`config.mk`:
```
export PLATFORM = sky130hd
export DESIGN_NAME = crc4_nibble_frame_queue_top_flat
export DESIGN_NICKNAME = d
export VERILOG_FILES = /design/src/design/cnfq_pkg.sv /design/src/design/cnfq_if.sv /design/src/design/cnfq_ring.sv /design/src/design/crc4_nibble_frame_queue_top.sv /design/src/flat_wrapper.sv
export SDC_FILE = /design/constraint.sdc
export NUM_CORES = 1
export LEC_CHECK = 0
export BUFFER_PORTS_ARGS = -buffer_cell sky130_fd_sc_hd__buf_2
export CAP_MARGIN = 20
export CORE_ASPECT_RATIO = 0.75
export CORE_UTILIZATION = 55
export CTS_BUF_LIST = sky130_fd_sc_hd__clkbuf_4 sky130_fd_sc_hd__clkbuf_8
export CTS_CLUSTER_SIZE = 12
export DETAILED_ROUTE_END_ITERATION = 8
export PLACE_DENSITY_LB_ADDON = 0.2
export SLEW_MARGIN = 15
export SYNTH_ARGS = -nofsm -noshare
export SYNTH_HDL_FRONTEND = slang
export SYNTH_SLANG_ARGS = --single-unit
```
`constraint.sdc`:
```
create_clock -name clk -period 1.9 [get_ports clk]
set_input_delay 0.19 -clock clk [delete_from_list [all_inputs] [get_ports clk]]
set_output_delay 0.19 -clock clk [all_outputs]
set_load 0.01 [all_outputs]
```
`src/design/cnfq_pkg.sv`:
```
// Package for the CRC-4 nibble frame queue.
// Holds the opcode codes, field widths and the CRC-4 framing function.
// No dependencies.
package cnfq_pkg;

  localparam int OPCODE_W = 2;
  localparam int NIBBLE_W = 4;
  localparam int BYTE_W   = 8;

  // Item opcodes
  localparam logic [OPCODE_W-1:0] OP_ENQUEUE = 2'd0;
  localparam logic [OPCODE_W-1:0] OP_SEND    = 2'd1;
  localparam logic [OPCODE_W-1:0] OP_RX      = 2'd2;

  localparam logic [NIBBLE_W-1:0] CRC4_GEN = 4'b1101;

  // Status codes
  localparam logic STATUS_OK  = 1'b0;
  localparam logic STATUS_ERR = 1'b1;

  // CRC-4, data fed MSB first, reflected shift-right form
  function automatic logic [NIBBLE_W-1:0] crc4_of(input logic [NIBBLE_W-1:0] nib);
    logic [NIBBLE_W-1:0] crc;
    crc = '0;
    for (int i = NIBBLE_W - 1; i >= 0; i--) begin
      crc[0] = crc[0] ^ nib[i];
      if (crc[0]) begin
        crc = crc ^ CRC4_GEN;
      end
      crc = crc >> 1;
    end
    return crc;
  endfunction

  // Data nibble in the high half, CRC in the low half
  function automatic logic [BYTE_W-1:0] frame_of(input logic [NIBBLE_W-1:0] nib);
    return {nib, crc4_of(nib)};
  endfunction

endpackage

```
`src/design/cnfq_if.sv`:
```
// Valid/ready channel interfaces for the frame queue request and response.
// Depends on cnfq_pkg for field widths.
interface cnfq_req_if import cnfq_pkg::*; ();
  logic                valid;
  logic                ready;
  logic [OPCODE_W-1:0] opcode;
  logic [NIBBLE_W-1:0] raw_nibble;
  logic [BYTE_W-1:0]   received_byte;

  modport source (output valid, opcode, raw_nibble, received_byte, input ready);
  modport sink   (input valid, opcode, raw_nibble, received_byte, output ready);
endinterface

interface cnfq_rsp_if import cnfq_pkg::*; ();
  logic                valid;
  logic                ready;
  logic                status;
  logic [BYTE_W-1:0]   tx_byte;
  logic [NIBBLE_W-1:0] command_nibble;
  logic                command_valid;

  modport source (output valid, status, tx_byte, command_nibble, command_valid,
                  input ready);
  modport sink   (input valid, status, tx_byte, command_nibble, command_valid,
                  output ready);
endinterface

```
`src/design/cnfq_ring.sv`:
```
// Frame ring storage: one write port, one read port, registered read data.
// Per-entry valid bits make unwritten slots read as zero after reset.
// Depends on cnfq_pkg.
module cnfq_ring import cnfq_pkg::*; #(
  parameter int DEPTH  = 8,
  parameter int ADDR_W = 3
) (
  input  logic              clk,
  input  logic              rst,
  input  logic              wr_en,
  input  logic [ADDR_W-1:0] wr_addr,
  input  logic [BYTE_W-1:0] wr_data,
  input  logic              rd_en,
  input  logic [ADDR_W-1:0] rd_addr,
  output logic [BYTE_W-1:0] rd_data
);

  logic [BYTE_W-1:0] mem [DEPTH];
  logic [DEPTH-1:0]  vld;
  logic [BYTE_W-1:0] rd_q;
  logic              rd_vld;

  // Storage array, no reset
  always_ff @(posedge clk) begin
    if (wr_en) begin
      mem[wr_addr] <= wr_data;
    end
    if (rd_en) begin
      rd_q <= mem[rd_addr];
    end
  end

  // Written marks and read-side valid
  always_ff @(posedge clk) begin
    if (rst) begin
      vld    <= '0;
      rd_vld <= 1'b0;
    end else begin
      if (wr_en) begin
        vld[wr_addr] <= 1'b1;
      end
      if (rd_en) begin
        rd_vld <= vld[rd_addr];
      end
    end
  end

  assign rd_data = rd_vld ? rd_q : '0;

endmodule

```
`src/design/crc4_nibble_frame_queue_top.sv`:
```
// Enqueue and receive-check results are registered on the transfer; a send
// poll reads the ring first, then registers its result in ST_POP. Throughput:
// one item per cycle while the output is not stalled, except a send poll,
// which holds off the next item while the ring slot is read and cleared.
// Reset clears both indices, the ring's written marks and the output valid bit;
// the ring reads as all zeros immediately after reset, with no clearing pass.
module crc4_nibble_frame_queue_top import cnfq_pkg::*; #(
  parameter int RING_DEPTH = 8
) (
  input logic        clk,
  input logic        rst,
  cnfq_req_if.sink   req,
  cnfq_rsp_if.source rsp
);

  localparam int IDX_W = (RING_DEPTH > 1) ? $clog2(RING_DEPTH) : 1;
  localparam logic [IDX_W-1:0] LAST_IDX = IDX_W'(RING_DEPTH - 1);

  localparam logic ST_IDLE = 1'b0;
  localparam logic ST_POP  = 1'b1;

  logic             state;
  logic [IDX_W-1:0] write_index;
  logic [IDX_W-1:0] read_index;

  logic                out_valid;
  logic                out_status;
  logic [BYTE_W-1:0]   out_tx;
  logic [NIBBLE_W-1:0] out_cmd;
  logic                out_cmd_valid;

  logic              accept;
  logic              pop_ok;
  logic              wr_en;
  logic [IDX_W-1:0]  wr_addr;
  logic [BYTE_W-1:0] wr_data;
  logic              rd_en;
  logic [BYTE_W-1:0] rd_data;
  logic [NIBBLE_W-1:0] rx_hi;
  logic              rx_match;

  function automatic logic [IDX_W-1:0] next_idx(input logic [IDX_W-1:0] idx);
    return (idx == LAST_IDX) ? '0 : idx + 1'b1;
  endfunction

  // Input side: take an item when idle and the output slot is free or draining
  assign req.ready = (state == ST_IDLE) && (!out_valid || rsp.ready);
  assign accept    = req.valid && req.ready;

  // Ring access
  assign rd_en  = accept && (req.opcode == OP_SEND);
  assign pop_ok = (state == ST_POP) && (read_index != write_index) && (rd_data != '0);

  always_comb begin
    wr_en   = 1'b0;
    wr_addr = write_index;
    wr_data = frame_of(req.raw_nibble);
    if (accept && (req.opcode == OP_ENQUEUE)) begin
      wr_en = 1'b1;
    end else if (pop_ok) begin
      wr_en   = 1'b1;
      wr_addr = read_index;
      wr_data = '0;
    end
  end

  cnfq_ring #(
    .DEPTH  (RING_DEPTH),
    .ADDR_W (IDX_W)
  ) u_ring (
    .clk     (clk),
    .rst     (rst),
    .wr_en   (wr_en),
    .wr_addr (wr_addr),
    .wr_data (wr_data),
    .rd_en   (rd_en),
    .rd_addr (read_index),
    .rd_data (rd_data)
  );

  // Receive-side CRC check
  assign rx_hi    = req.received_byte[BYTE_W-1:NIBBLE_W];
  assign rx_match = (req.received_byte[NIBBLE_W-1:0] == crc4_of(rx_hi));

  // Control: state, indices, output valid
  always_ff @(posedge clk) begin
    if (rst) begin
      state       <= ST_IDLE;
      write_index <= '0;
      read_index  <= '0;
      out_valid   <= 1'b0;
    end else begin
      unique case (state)
        ST_IDLE: begin
          // new result replaces a draining one; otherwise drain on ready
          if (accept && (req.opcode != OP_SEND)) begin
            out_valid <= 1'b1;
          end else if (rsp.ready) begin
            out_valid <= 1'b0;
          end
          if (accept) begin
            if (req.opcode == OP_SEND) begin
              state <= ST_POP;
            end
            if (req.opcode == OP_ENQUEUE) begin
              write_index <= next_idx(write_index);
            end
          end
        end
        ST_POP: begin
          state     <= ST_IDLE;
          out_valid <= 1'b1;
          if (pop_ok) begin
            read_index <= next_idx(read_index);
          end
        end
        default: state <= ST_IDLE;
      endcase
    end
  end

  // Result payload
  always_ff @(posedge clk) begin
    if (state == ST_POP) begin
      out_status    <= pop_ok ? STATUS_OK : STATUS_ERR;
      out_tx        <= pop_ok ? rd_data : '0;
      out_cmd       <= '0;
      out_cmd_valid <= 1'b0;
    end else if (accept) begin
      out_tx        <= '0;
      out_cmd       <= '0;
      out_cmd_valid <= 1'b0;
      unique case (req.opcode)
        OP_ENQUEUE: out_status <= STATUS_OK;
        OP_RX: begin
          if (req.received_byte != '0) begin
            out_status    <= STATUS_OK;
            out_cmd       <= rx_match ? rx_hi : '0;
            out_cmd_valid <= rx_match;
          end else begin
            out_status <= STATUS_ERR;
          end
        end
        default: out_status <= STATUS_ERR;
      endcase
    end
  end

  assign rsp.valid          = out_valid;
  assign rsp.status         = out_status;
  assign rsp.tx_byte        = out_tx;
  assign rsp.command_nibble = out_cmd;
  assign rsp.command_valid  = out_cmd_valid;

endmodule

```
`src/flat_wrapper.sv`:
```
// flat-port wrapper written by rule: the top's interface ports become plain ports
module crc4_nibble_frame_queue_top_flat import cnfq_pkg::*;
#(
  parameter int RING_DEPTH = 8
)
  (clk, rst, req_valid, req_opcode, req_raw_nibble, req_received_byte, req_ready, rsp_valid, rsp_status, rsp_tx_byte, rsp_command_nibble, rsp_command_valid, rsp_ready);
  cnfq_req_if req_i ();
  cnfq_rsp_if rsp_i ();
  input logic clk;
  input logic rst;
  input wire logic [$bits(req_i.valid)-1:0] req_valid;
  input wire logic [$bits(req_i.opcode)-1:0] req_opcode;
  input wire logic [$bits(req_i.raw_nibble)-1:0] req_raw_nibble;
  input wire logic [$bits(req_i.received_byte)-1:0] req_received_byte;
  output wire logic [$bits(req_i.ready)-1:0] req_ready;
  output wire logic [$bits(rsp_i.valid)-1:0] rsp_valid;
  output wire logic [$bits(rsp_i.status)-1:0] rsp_status;
  output wire logic [$bits(rsp_i.tx_byte)-1:0] rsp_tx_byte;
  output wire logic [$bits(rsp_i.command_nibble)-1:0] rsp_command_nibble;
  output wire logic [$bits(rsp_i.command_valid)-1:0] rsp_command_valid;
  input wire logic [$bits(rsp_i.ready)-1:0] rsp_ready;
  assign req_i.valid = req_valid;
  assign req_i.opcode = req_opcode;
  assign req_i.raw_nibble = req_raw_nibble;
  assign req_i.received_byte = req_received_byte;
  assign req_ready = req_i.ready;
  assign rsp_valid = rsp_i.valid;
  assign rsp_status = rsp_i.status;
  assign rsp_tx_byte = rsp_i.tx_byte;
  assign rsp_command_nibble = rsp_i.command_nibble;
  assign rsp_command_valid = rsp_i.command_valid;
  assign rsp_i.ready = rsp_ready;
  crc4_nibble_frame_queue_top #(.RING_DEPTH(RING_DEPTH)) u_core (.clk(clk), .rst(rst), .req(req_i), .rsp(rsp_i));
endmodule
```
# Word-level counts from Yosys, hierarchy flattened
# Memory sizes are Yosys's and may differ from the RTL's. A register that Yosys moved wholly into a read port is not among the register bits.
# Index checks and enable logic that the tools add are counted.
[totals]
n_memories = 1
output_inout_bits = 16
regBits = 31
mem_bits_rw = 64
elab_cells = 98
[classes]
eq_ne = 8
n_lt_le_gt_ge = 3
n_reduce_logical = 16
n_bitwise = 16
muxes = 42
add_sub_neg = 2
[memory_table]
columns = ["memory", "depth", "word_bits", "read_ports", "rd_ports_with_merged_regs", "write_ports", "line", "rtl"]
rows = [
  ["u_core.u_ring.mem", 8, 8, 1, 1, 1, "cnfq_ring.sv:18", "logic [BYTE_W-1:0] mem [DEPTH];"],
]
[op_table]
columns = ["op", "n"]
rows = [
  ["two-way mux 8 bit", 6],
  ["two-way mux 4 bit", 11],
  ["NOT 2 -> 3 bit", 6],
  ["two-way mux 1 bit", 16],
  ["nonzero test 8 bit", 2],
  ["two-way mux 3 bit", 4],
  ["logical AND 1 bit", 8],
  ["< comparator 3 x 4 -> 1 bit (second input constant)", 2],
  ["bitwise OR 8 bit", 1],
  ["adder 3 x 1 -> 3 bit (second input constant)", 2],
  ["equality test 3 bit (second input constant)", 2],
  ["NOT 1 -> 3 bit", 2],
  ["case mux 1 bit (2 select lines)", 3],
  ["bitwise XOR 1 bit", 6],
  ["equality test 4 x 3 -> 1 bit", 1],
  ["binary-select mux 1 bit (select 3 bit)", 1],
  ["demux 1 bit (select 3 bit)", 1],
  ["greater-or-equal comparator 3 x 1 -> 1 bit (second input constant)", 1],
  ["inequality test 3 bit", 1],
  ["inequality test 3 bit (second input constant)", 1],
  ["AND reduction 3 bit", 1],
  ["equality test 2 x 1 -> 1 bit (second input constant)", 1],
  ["equality test 2 bit (second input constant)", 1],
  ["logical NOT 2 bit", 1],
  ["6 further kinds", 6],
]

# Longest topological paths before layout
[logic_depth]
depth_word = 15
depth_mapped = 6
ltp_nobuf = 6

# By module
# Synthesis repeated with hierarchy kept, for this count alone.
[hier_totals]
hier_cells = 272
hier_area_um2 = 4316.6
[by_module_without_submodules]
columns = ["module", "n_inst", "cells_per_inst", "area_per_inst_um2"]
rows = [
  ["cnfq_ring", 1, 149, 3094.2],
  ["crc4_nibble_frame_queue_top", 1, 123, 1222.4],
]

# Worst setup path after synthesis
# No wires, ideal clock.
[synth_timing]
kind = "reg-to-reg"
startpoint = "reg u_core.u_ring.rd_q[2], read port of u_core.u_ring.mem"
endpoint = "mem u_core.u_ring.mem[7][0], enable pin"
required_ns = 1.540
synth_period_minus_slack_ns = 2.040
path_stages_with_launch = 6
arrival_time_ns = 1.680
setup_ns = 0.360
slack_ns = -0.140
cell_sequence = "edfxtp_1 nor4_2 a21o_1 buf_2 a31oi_1 nor2_1"
[synth_via]
elab_chain_len = 7
word_cells_on_any_way = 9
cone_classes = "mux (7); reduce/logical (2)"
[synth_rtl]
columns = ["item", "line", "rtl"]
rows = [
  ["start, declared", "cnfq_ring.sv:20", "logic [BYTE_W-1:0] rd_q;"],
  ["two-way mux 8 bit *", "cnfq_ring.sv:48", "assign rd_data = rd_vld ? rd_q : '0;"],
  ["nonzero test 8 bit *", "crc4_nibble_frame_queue_top.sv:52", "assign pop_ok = (state == ST_POP) && (read_index != write_index) && (rd_data != '0);"],
  ["logical AND 1 bit *", "crc4_nibble_frame_queue_top.sv:52", ""],
  ["two-way mux 1 bit", "crc4_nibble_frame_queue_top.sv:60", "end else if (pop_ok) begin"],
  ["two-way mux 1 bit", "crc4_nibble_frame_queue_top.sv:58", "if (accept && (req.opcode == OP_ENQUEUE)) begin"],
  ["two-way mux 1 bit", "cnfq_ring.sv:25", "if (wr_en) begin"],
  ["two-way mux 1 bit (not written as such)", "cnfq_ring.sv:26", "mem[wr_addr] <= wr_data;"],
  ["end, declared", "cnfq_ring.sv:18", ""],
]
# Every way passes the cells marked *; elsewhere a longest branch is shown, timed or not.

# Worst setup path after layout
[layout_timing]
startpoint = "reg u_core.u_ring.rd_q[1], read port of u_core.u_ring.mem"
endpoint = "mem u_core.u_ring.mem[2][7], enable pin"
# Same word-level chain as after synthesis.

==> impl_metrics.py <==
metrics = {
    "run_status": {
        "status": "complete, but fails checks",
        "violations": "negative setup slack",
    },
    "yosys": {
        "ys_seq_area_frac": 0.640,
        "synth_top_area_share": 0.531,
        "synthesis.area_mm2": 0.00402,
        "syn_avg_cell_area_um2": 14.4,
        "synth_ff_type": "edfxtp_1",
        "synth.distinct_cells": 46,
        "synth.net_count": 302,
        "synth_edf_count": 71,
        "synthTopCellsByArea": "edfxtp_1 53%, dfxtp_1 11%, mux4_2 9.0%",
        "yosys_warnings": 0,
        "yosysTopAreaCell": "edfxtp_1",
        "synthArstFlopShare": 0,
        "ys_ff_latch": 93,
        "synthCells": 279,
    },
    "power_and_ir_drop": {
        "leakage_nw": 1.83,
        "power_density_mw_per_mm2": 751,
        "ir_worst_vdd_mv": 0.561,
    },
    "detailed_routing": {
        "wl_per_cell_um": 17.4,
        "drt-total-wl_um": 8120,
        "vias": 2599,
        "drtIter0Drc": 206,
        "drtPass1Iterations": 4,
        "viasPerCell": 5.57,
        "final_antenna_net_count": 0,
        "drc": 0,
    },
    "clock_tree": {
        "path_clk_slew_ns": 0.09,
        "clk_latency_ns": 0.35,
        "ctsHoldBuffers": 0,
        "cts_tree": "built",
        "cts_buffer_depth": 2,
        "clock-sinks": 93,
        "htreeDepth": 3,
        "root_buffer": "clkbuf_8",
        "numCtsBuffers": 9,
    },
    "placement": {
        "placed_cell_area_mm2": 0.00464,
        "pre_cts_ws_ns": -0.230,
        "io_buffers": 32,
        "dp_hpwl_um": 5670,
        "place_congestion": 0.843,
    },
    "worst_setup_path": {
        "cp-start-kind": "flip-flop",
        "path_max_fanout": 7,
        "end_kind": "flip-flop",
        "timing_worst_setup_path_type": "reg2reg",
        "cp.required_ns": 2.01,
        "cp.arrival_ns": 2.08,
    },
    "final_layout": {
        "syn_to_final_growth_pct": 26.2,
        "drive_gt1_frac": 0.409,
        "fin_util": 0.732,
        "fillCellCount": 430,
        "design_area_mm2": 0.00507,
        "diodes": 0,
        "fin_nets": 388,
    },
    "timing": {
        "finalSetupTns_ns": -1.33,
        "period_minus_slack_ns": 1.97,
        "max_slew_margin": 0.665,
        "grt_setup_unrepaired": "true",
        "maxSlewViolCount": 0,
        "hold_slack_ns": 0.103,
        "hold_viol_final": 0,
        "setup_viol": 28,
        "tightest_slew_ns": 0.502,
        "fmax_mhz": 508,
        "finalCritPeriodShare": 1.04,
        "layout_setup_ws_ns": -0.0699,
        "finalClockSkew_ns": 0.00394,
    },
    "global_routing": {
        "antenna_found_initial": 0,
        "grt_util_all_layers": 0.232,
        "grt_max_degree": 20,
        "grt_pass1_wl_um": 13000,
        "global_route.overflow_total": 0,
        "first_global_vias": 2537,
    },
    "floorplanning": {
        "die_x_um": 101,
        "num_rows": 26,
        "die_h_um": 76.0,
        "boundaryPins": 34,
        "die_area_mm2": 0.00766,
        "core_area_mm2": 0.00693,
        "initial_core_util": 0.580,
    },
    "min_path": {
        "worstHoldPathType": "in2reg",
    },
    "job": {
        "cap_viol_max_count": 0,
    },
}
## flip-flops by register name, indices dropped and copies added, names as in the netlist
signal,flops
u_core.state,1
u_core.rsp.valid,1
u_core.u_ring.mem,56
u_core.u_ring.rd_vld,1
u_core.u_ring.vld,8
u_core.rsp.status,1
u_core.rsp.command_valid,1
u_core.write_index,3
u_core.read_index,3
u_core.u_ring.rd_q,7
u_core.rsp.tx_byte,7
u_core.rsp.command_nibble,4
## layout make-up
type | count | area (µm²) | area share
well taps | 98 | 123 | 0.0242
repair buffers | 86 | 636 | 0.125
inverters | 14 | 52.6 | 0.0104
flip-flops and latches | 93 | 2570 | 0.507
clock buffers | 9 | 124 | 0.0244
clock inverters | 6 | 70.1 | 0.0138
multi-input cells | 161 | 1490 | 0.295
## path summary, 6_finish.rpt
check,start,end,cells past startpoint,slack (ns)
max,u_core.u_ring.rd_q[1],u_core.u_ring.mem[2][7],8,-0.07
min,req_received_byte[5],u_core.rsp.command_nibble[1],3,0.10
max reg2reg,u_core.u_ring.rd_q[1],u_core.u_ring.mem[2][7],8,-0.07
min reg2reg,u_core.rsp.command_valid,u_core.rsp.command_valid,2,0.44
## power by group
part,total [W],switching (W),internal [W]
logic,0.000286,0.000157,0.000129
registers,0.00224,0.0000117,0.00223
clock network,0.00128,0.000669,0.000615
total,0.00381,0.000837,0.00297
## critical path, stage by stage, from the launching register on
cell and delay [ns]:
edfxtp_1 0.44, nor4_4 0.36, a21oi_2 0.12, buf_4 0.16, buf_6 0.11, a22oi_2 0.17, buf_4 0.18, buf_6 0.12
nor2_4 0.06
## per-layer routing
| layer | up-vias | routed length [µm] | GRT usage | share of wire |
|---|---|---|---|---|
| li1 | 1241 | - | - | - |
| met1 | 1271 | 3900 | 0.356 | 0.48 |
| met2 | 81 | 3710 | 0.330 | 0.46 |
| met3 | 6 | 434 | 0.0468 | 0.053 |
| met4 | 0 | 76 | 0.0841 | 0.0094 |
| met5 | - | 0 | 0 | 0 |
## synth_stat cells (2+ instances only)
master / instances
nor2b_1: 7
nand3_1: 5
a31oi_1: 2
buf_2: 3
ha_1: 5
nand2b_1: 2
xnor2_1: 7
mux2_2: 7
nand2_1: 15
a211oi_1: 9
clkbuf_1: 5
o21ai_1: 4
a21oi_1: 15
edfxtp_1: 71
mux2i_1: 2
a221oi_1: 4
and3_1: 9
xor2_1: 5
inv_1: 14
mux4_2: 16
nor3_1: 5
nor2_1: 19
o21ai_0: 3
dfxtp_1: 22
nand4b_1: 2
## metrics by stage
| stage | std cells | power, W |
|---|---|---|
| floorplan | 279 | 0.00242 |
| global placement | 446 | 0.00254 |
| detailed placement | 446 | 0.00255 |
| CTS | 466 | 0.00381 |
| global route | 467 | 0.00393 |
| finish | 467 | 0.00381 |
## placed cells by master, fill, tap and decap left out, drive strengths merged, types with 2 or more instances in the layout
| cell | Yosys | layout |
|---|---|---|
| nor2b | 7 | 7 |
| ha | 5 | 5 |
| nand4b | 2 | 2 |
| nand2b | 2 | 2 |
| nand3 | 5 | 5 |
| a31oi | 2 | 2 |
| dfxtp | 22 | 22 |
| xnor2 | 7 | 7 |
| mux2 | 7 | 7 |
| buf | 6 | 86 |
| or4b | 2 | 2 |
| mux4 | 16 | 16 |
| clkbuf | 5 | 9 |
| and3 | 9 | 9 |
| nor2 | 20 | 20 |
| inv | 14 | 17 |
| a221oi | 4 | 4 |
| edfxtp | 71 | 71 |
| clkinv | 0 | 2 |
| nor4 | 2 | 2 |
| mux2i | 2 | 2 |
| a21oi | 15 | 15 |
| xor2 | 5 | 5 |
| nor3 | 5 | 5 |
| o21ai | 7 | 7 |
| nand2 | 15 | 15 |
| a211oi | 9 | 9 |
## kinds of logic after synthesis
group | count (synthesis) | share of synthesized area
XOR/XNOR | 13 | 0.0321
other | 1 | 0.000933
AO/OA/AOI/OAI | 43 | 0.0719
buffers and inverters | 25 | 0.0271
multiplexers | 25 | 0.114
adder cells (fa/ha/maj) | 5 | 0.0156
flip-flops | 93 | 0.640
AND/OR/NAND/NOR | 74 | 0.0981
## what timing repair did
| item | CTS | global route |
|---|---|---|
| pin swaps | 6 | 6 |
| resized for setup | 22 | 21 |
| buffers inserted | 6 | 4 |
| setup endpoints to repair | 56 | 123 |
No activity file was read; power rests on OpenSTA's default activity.
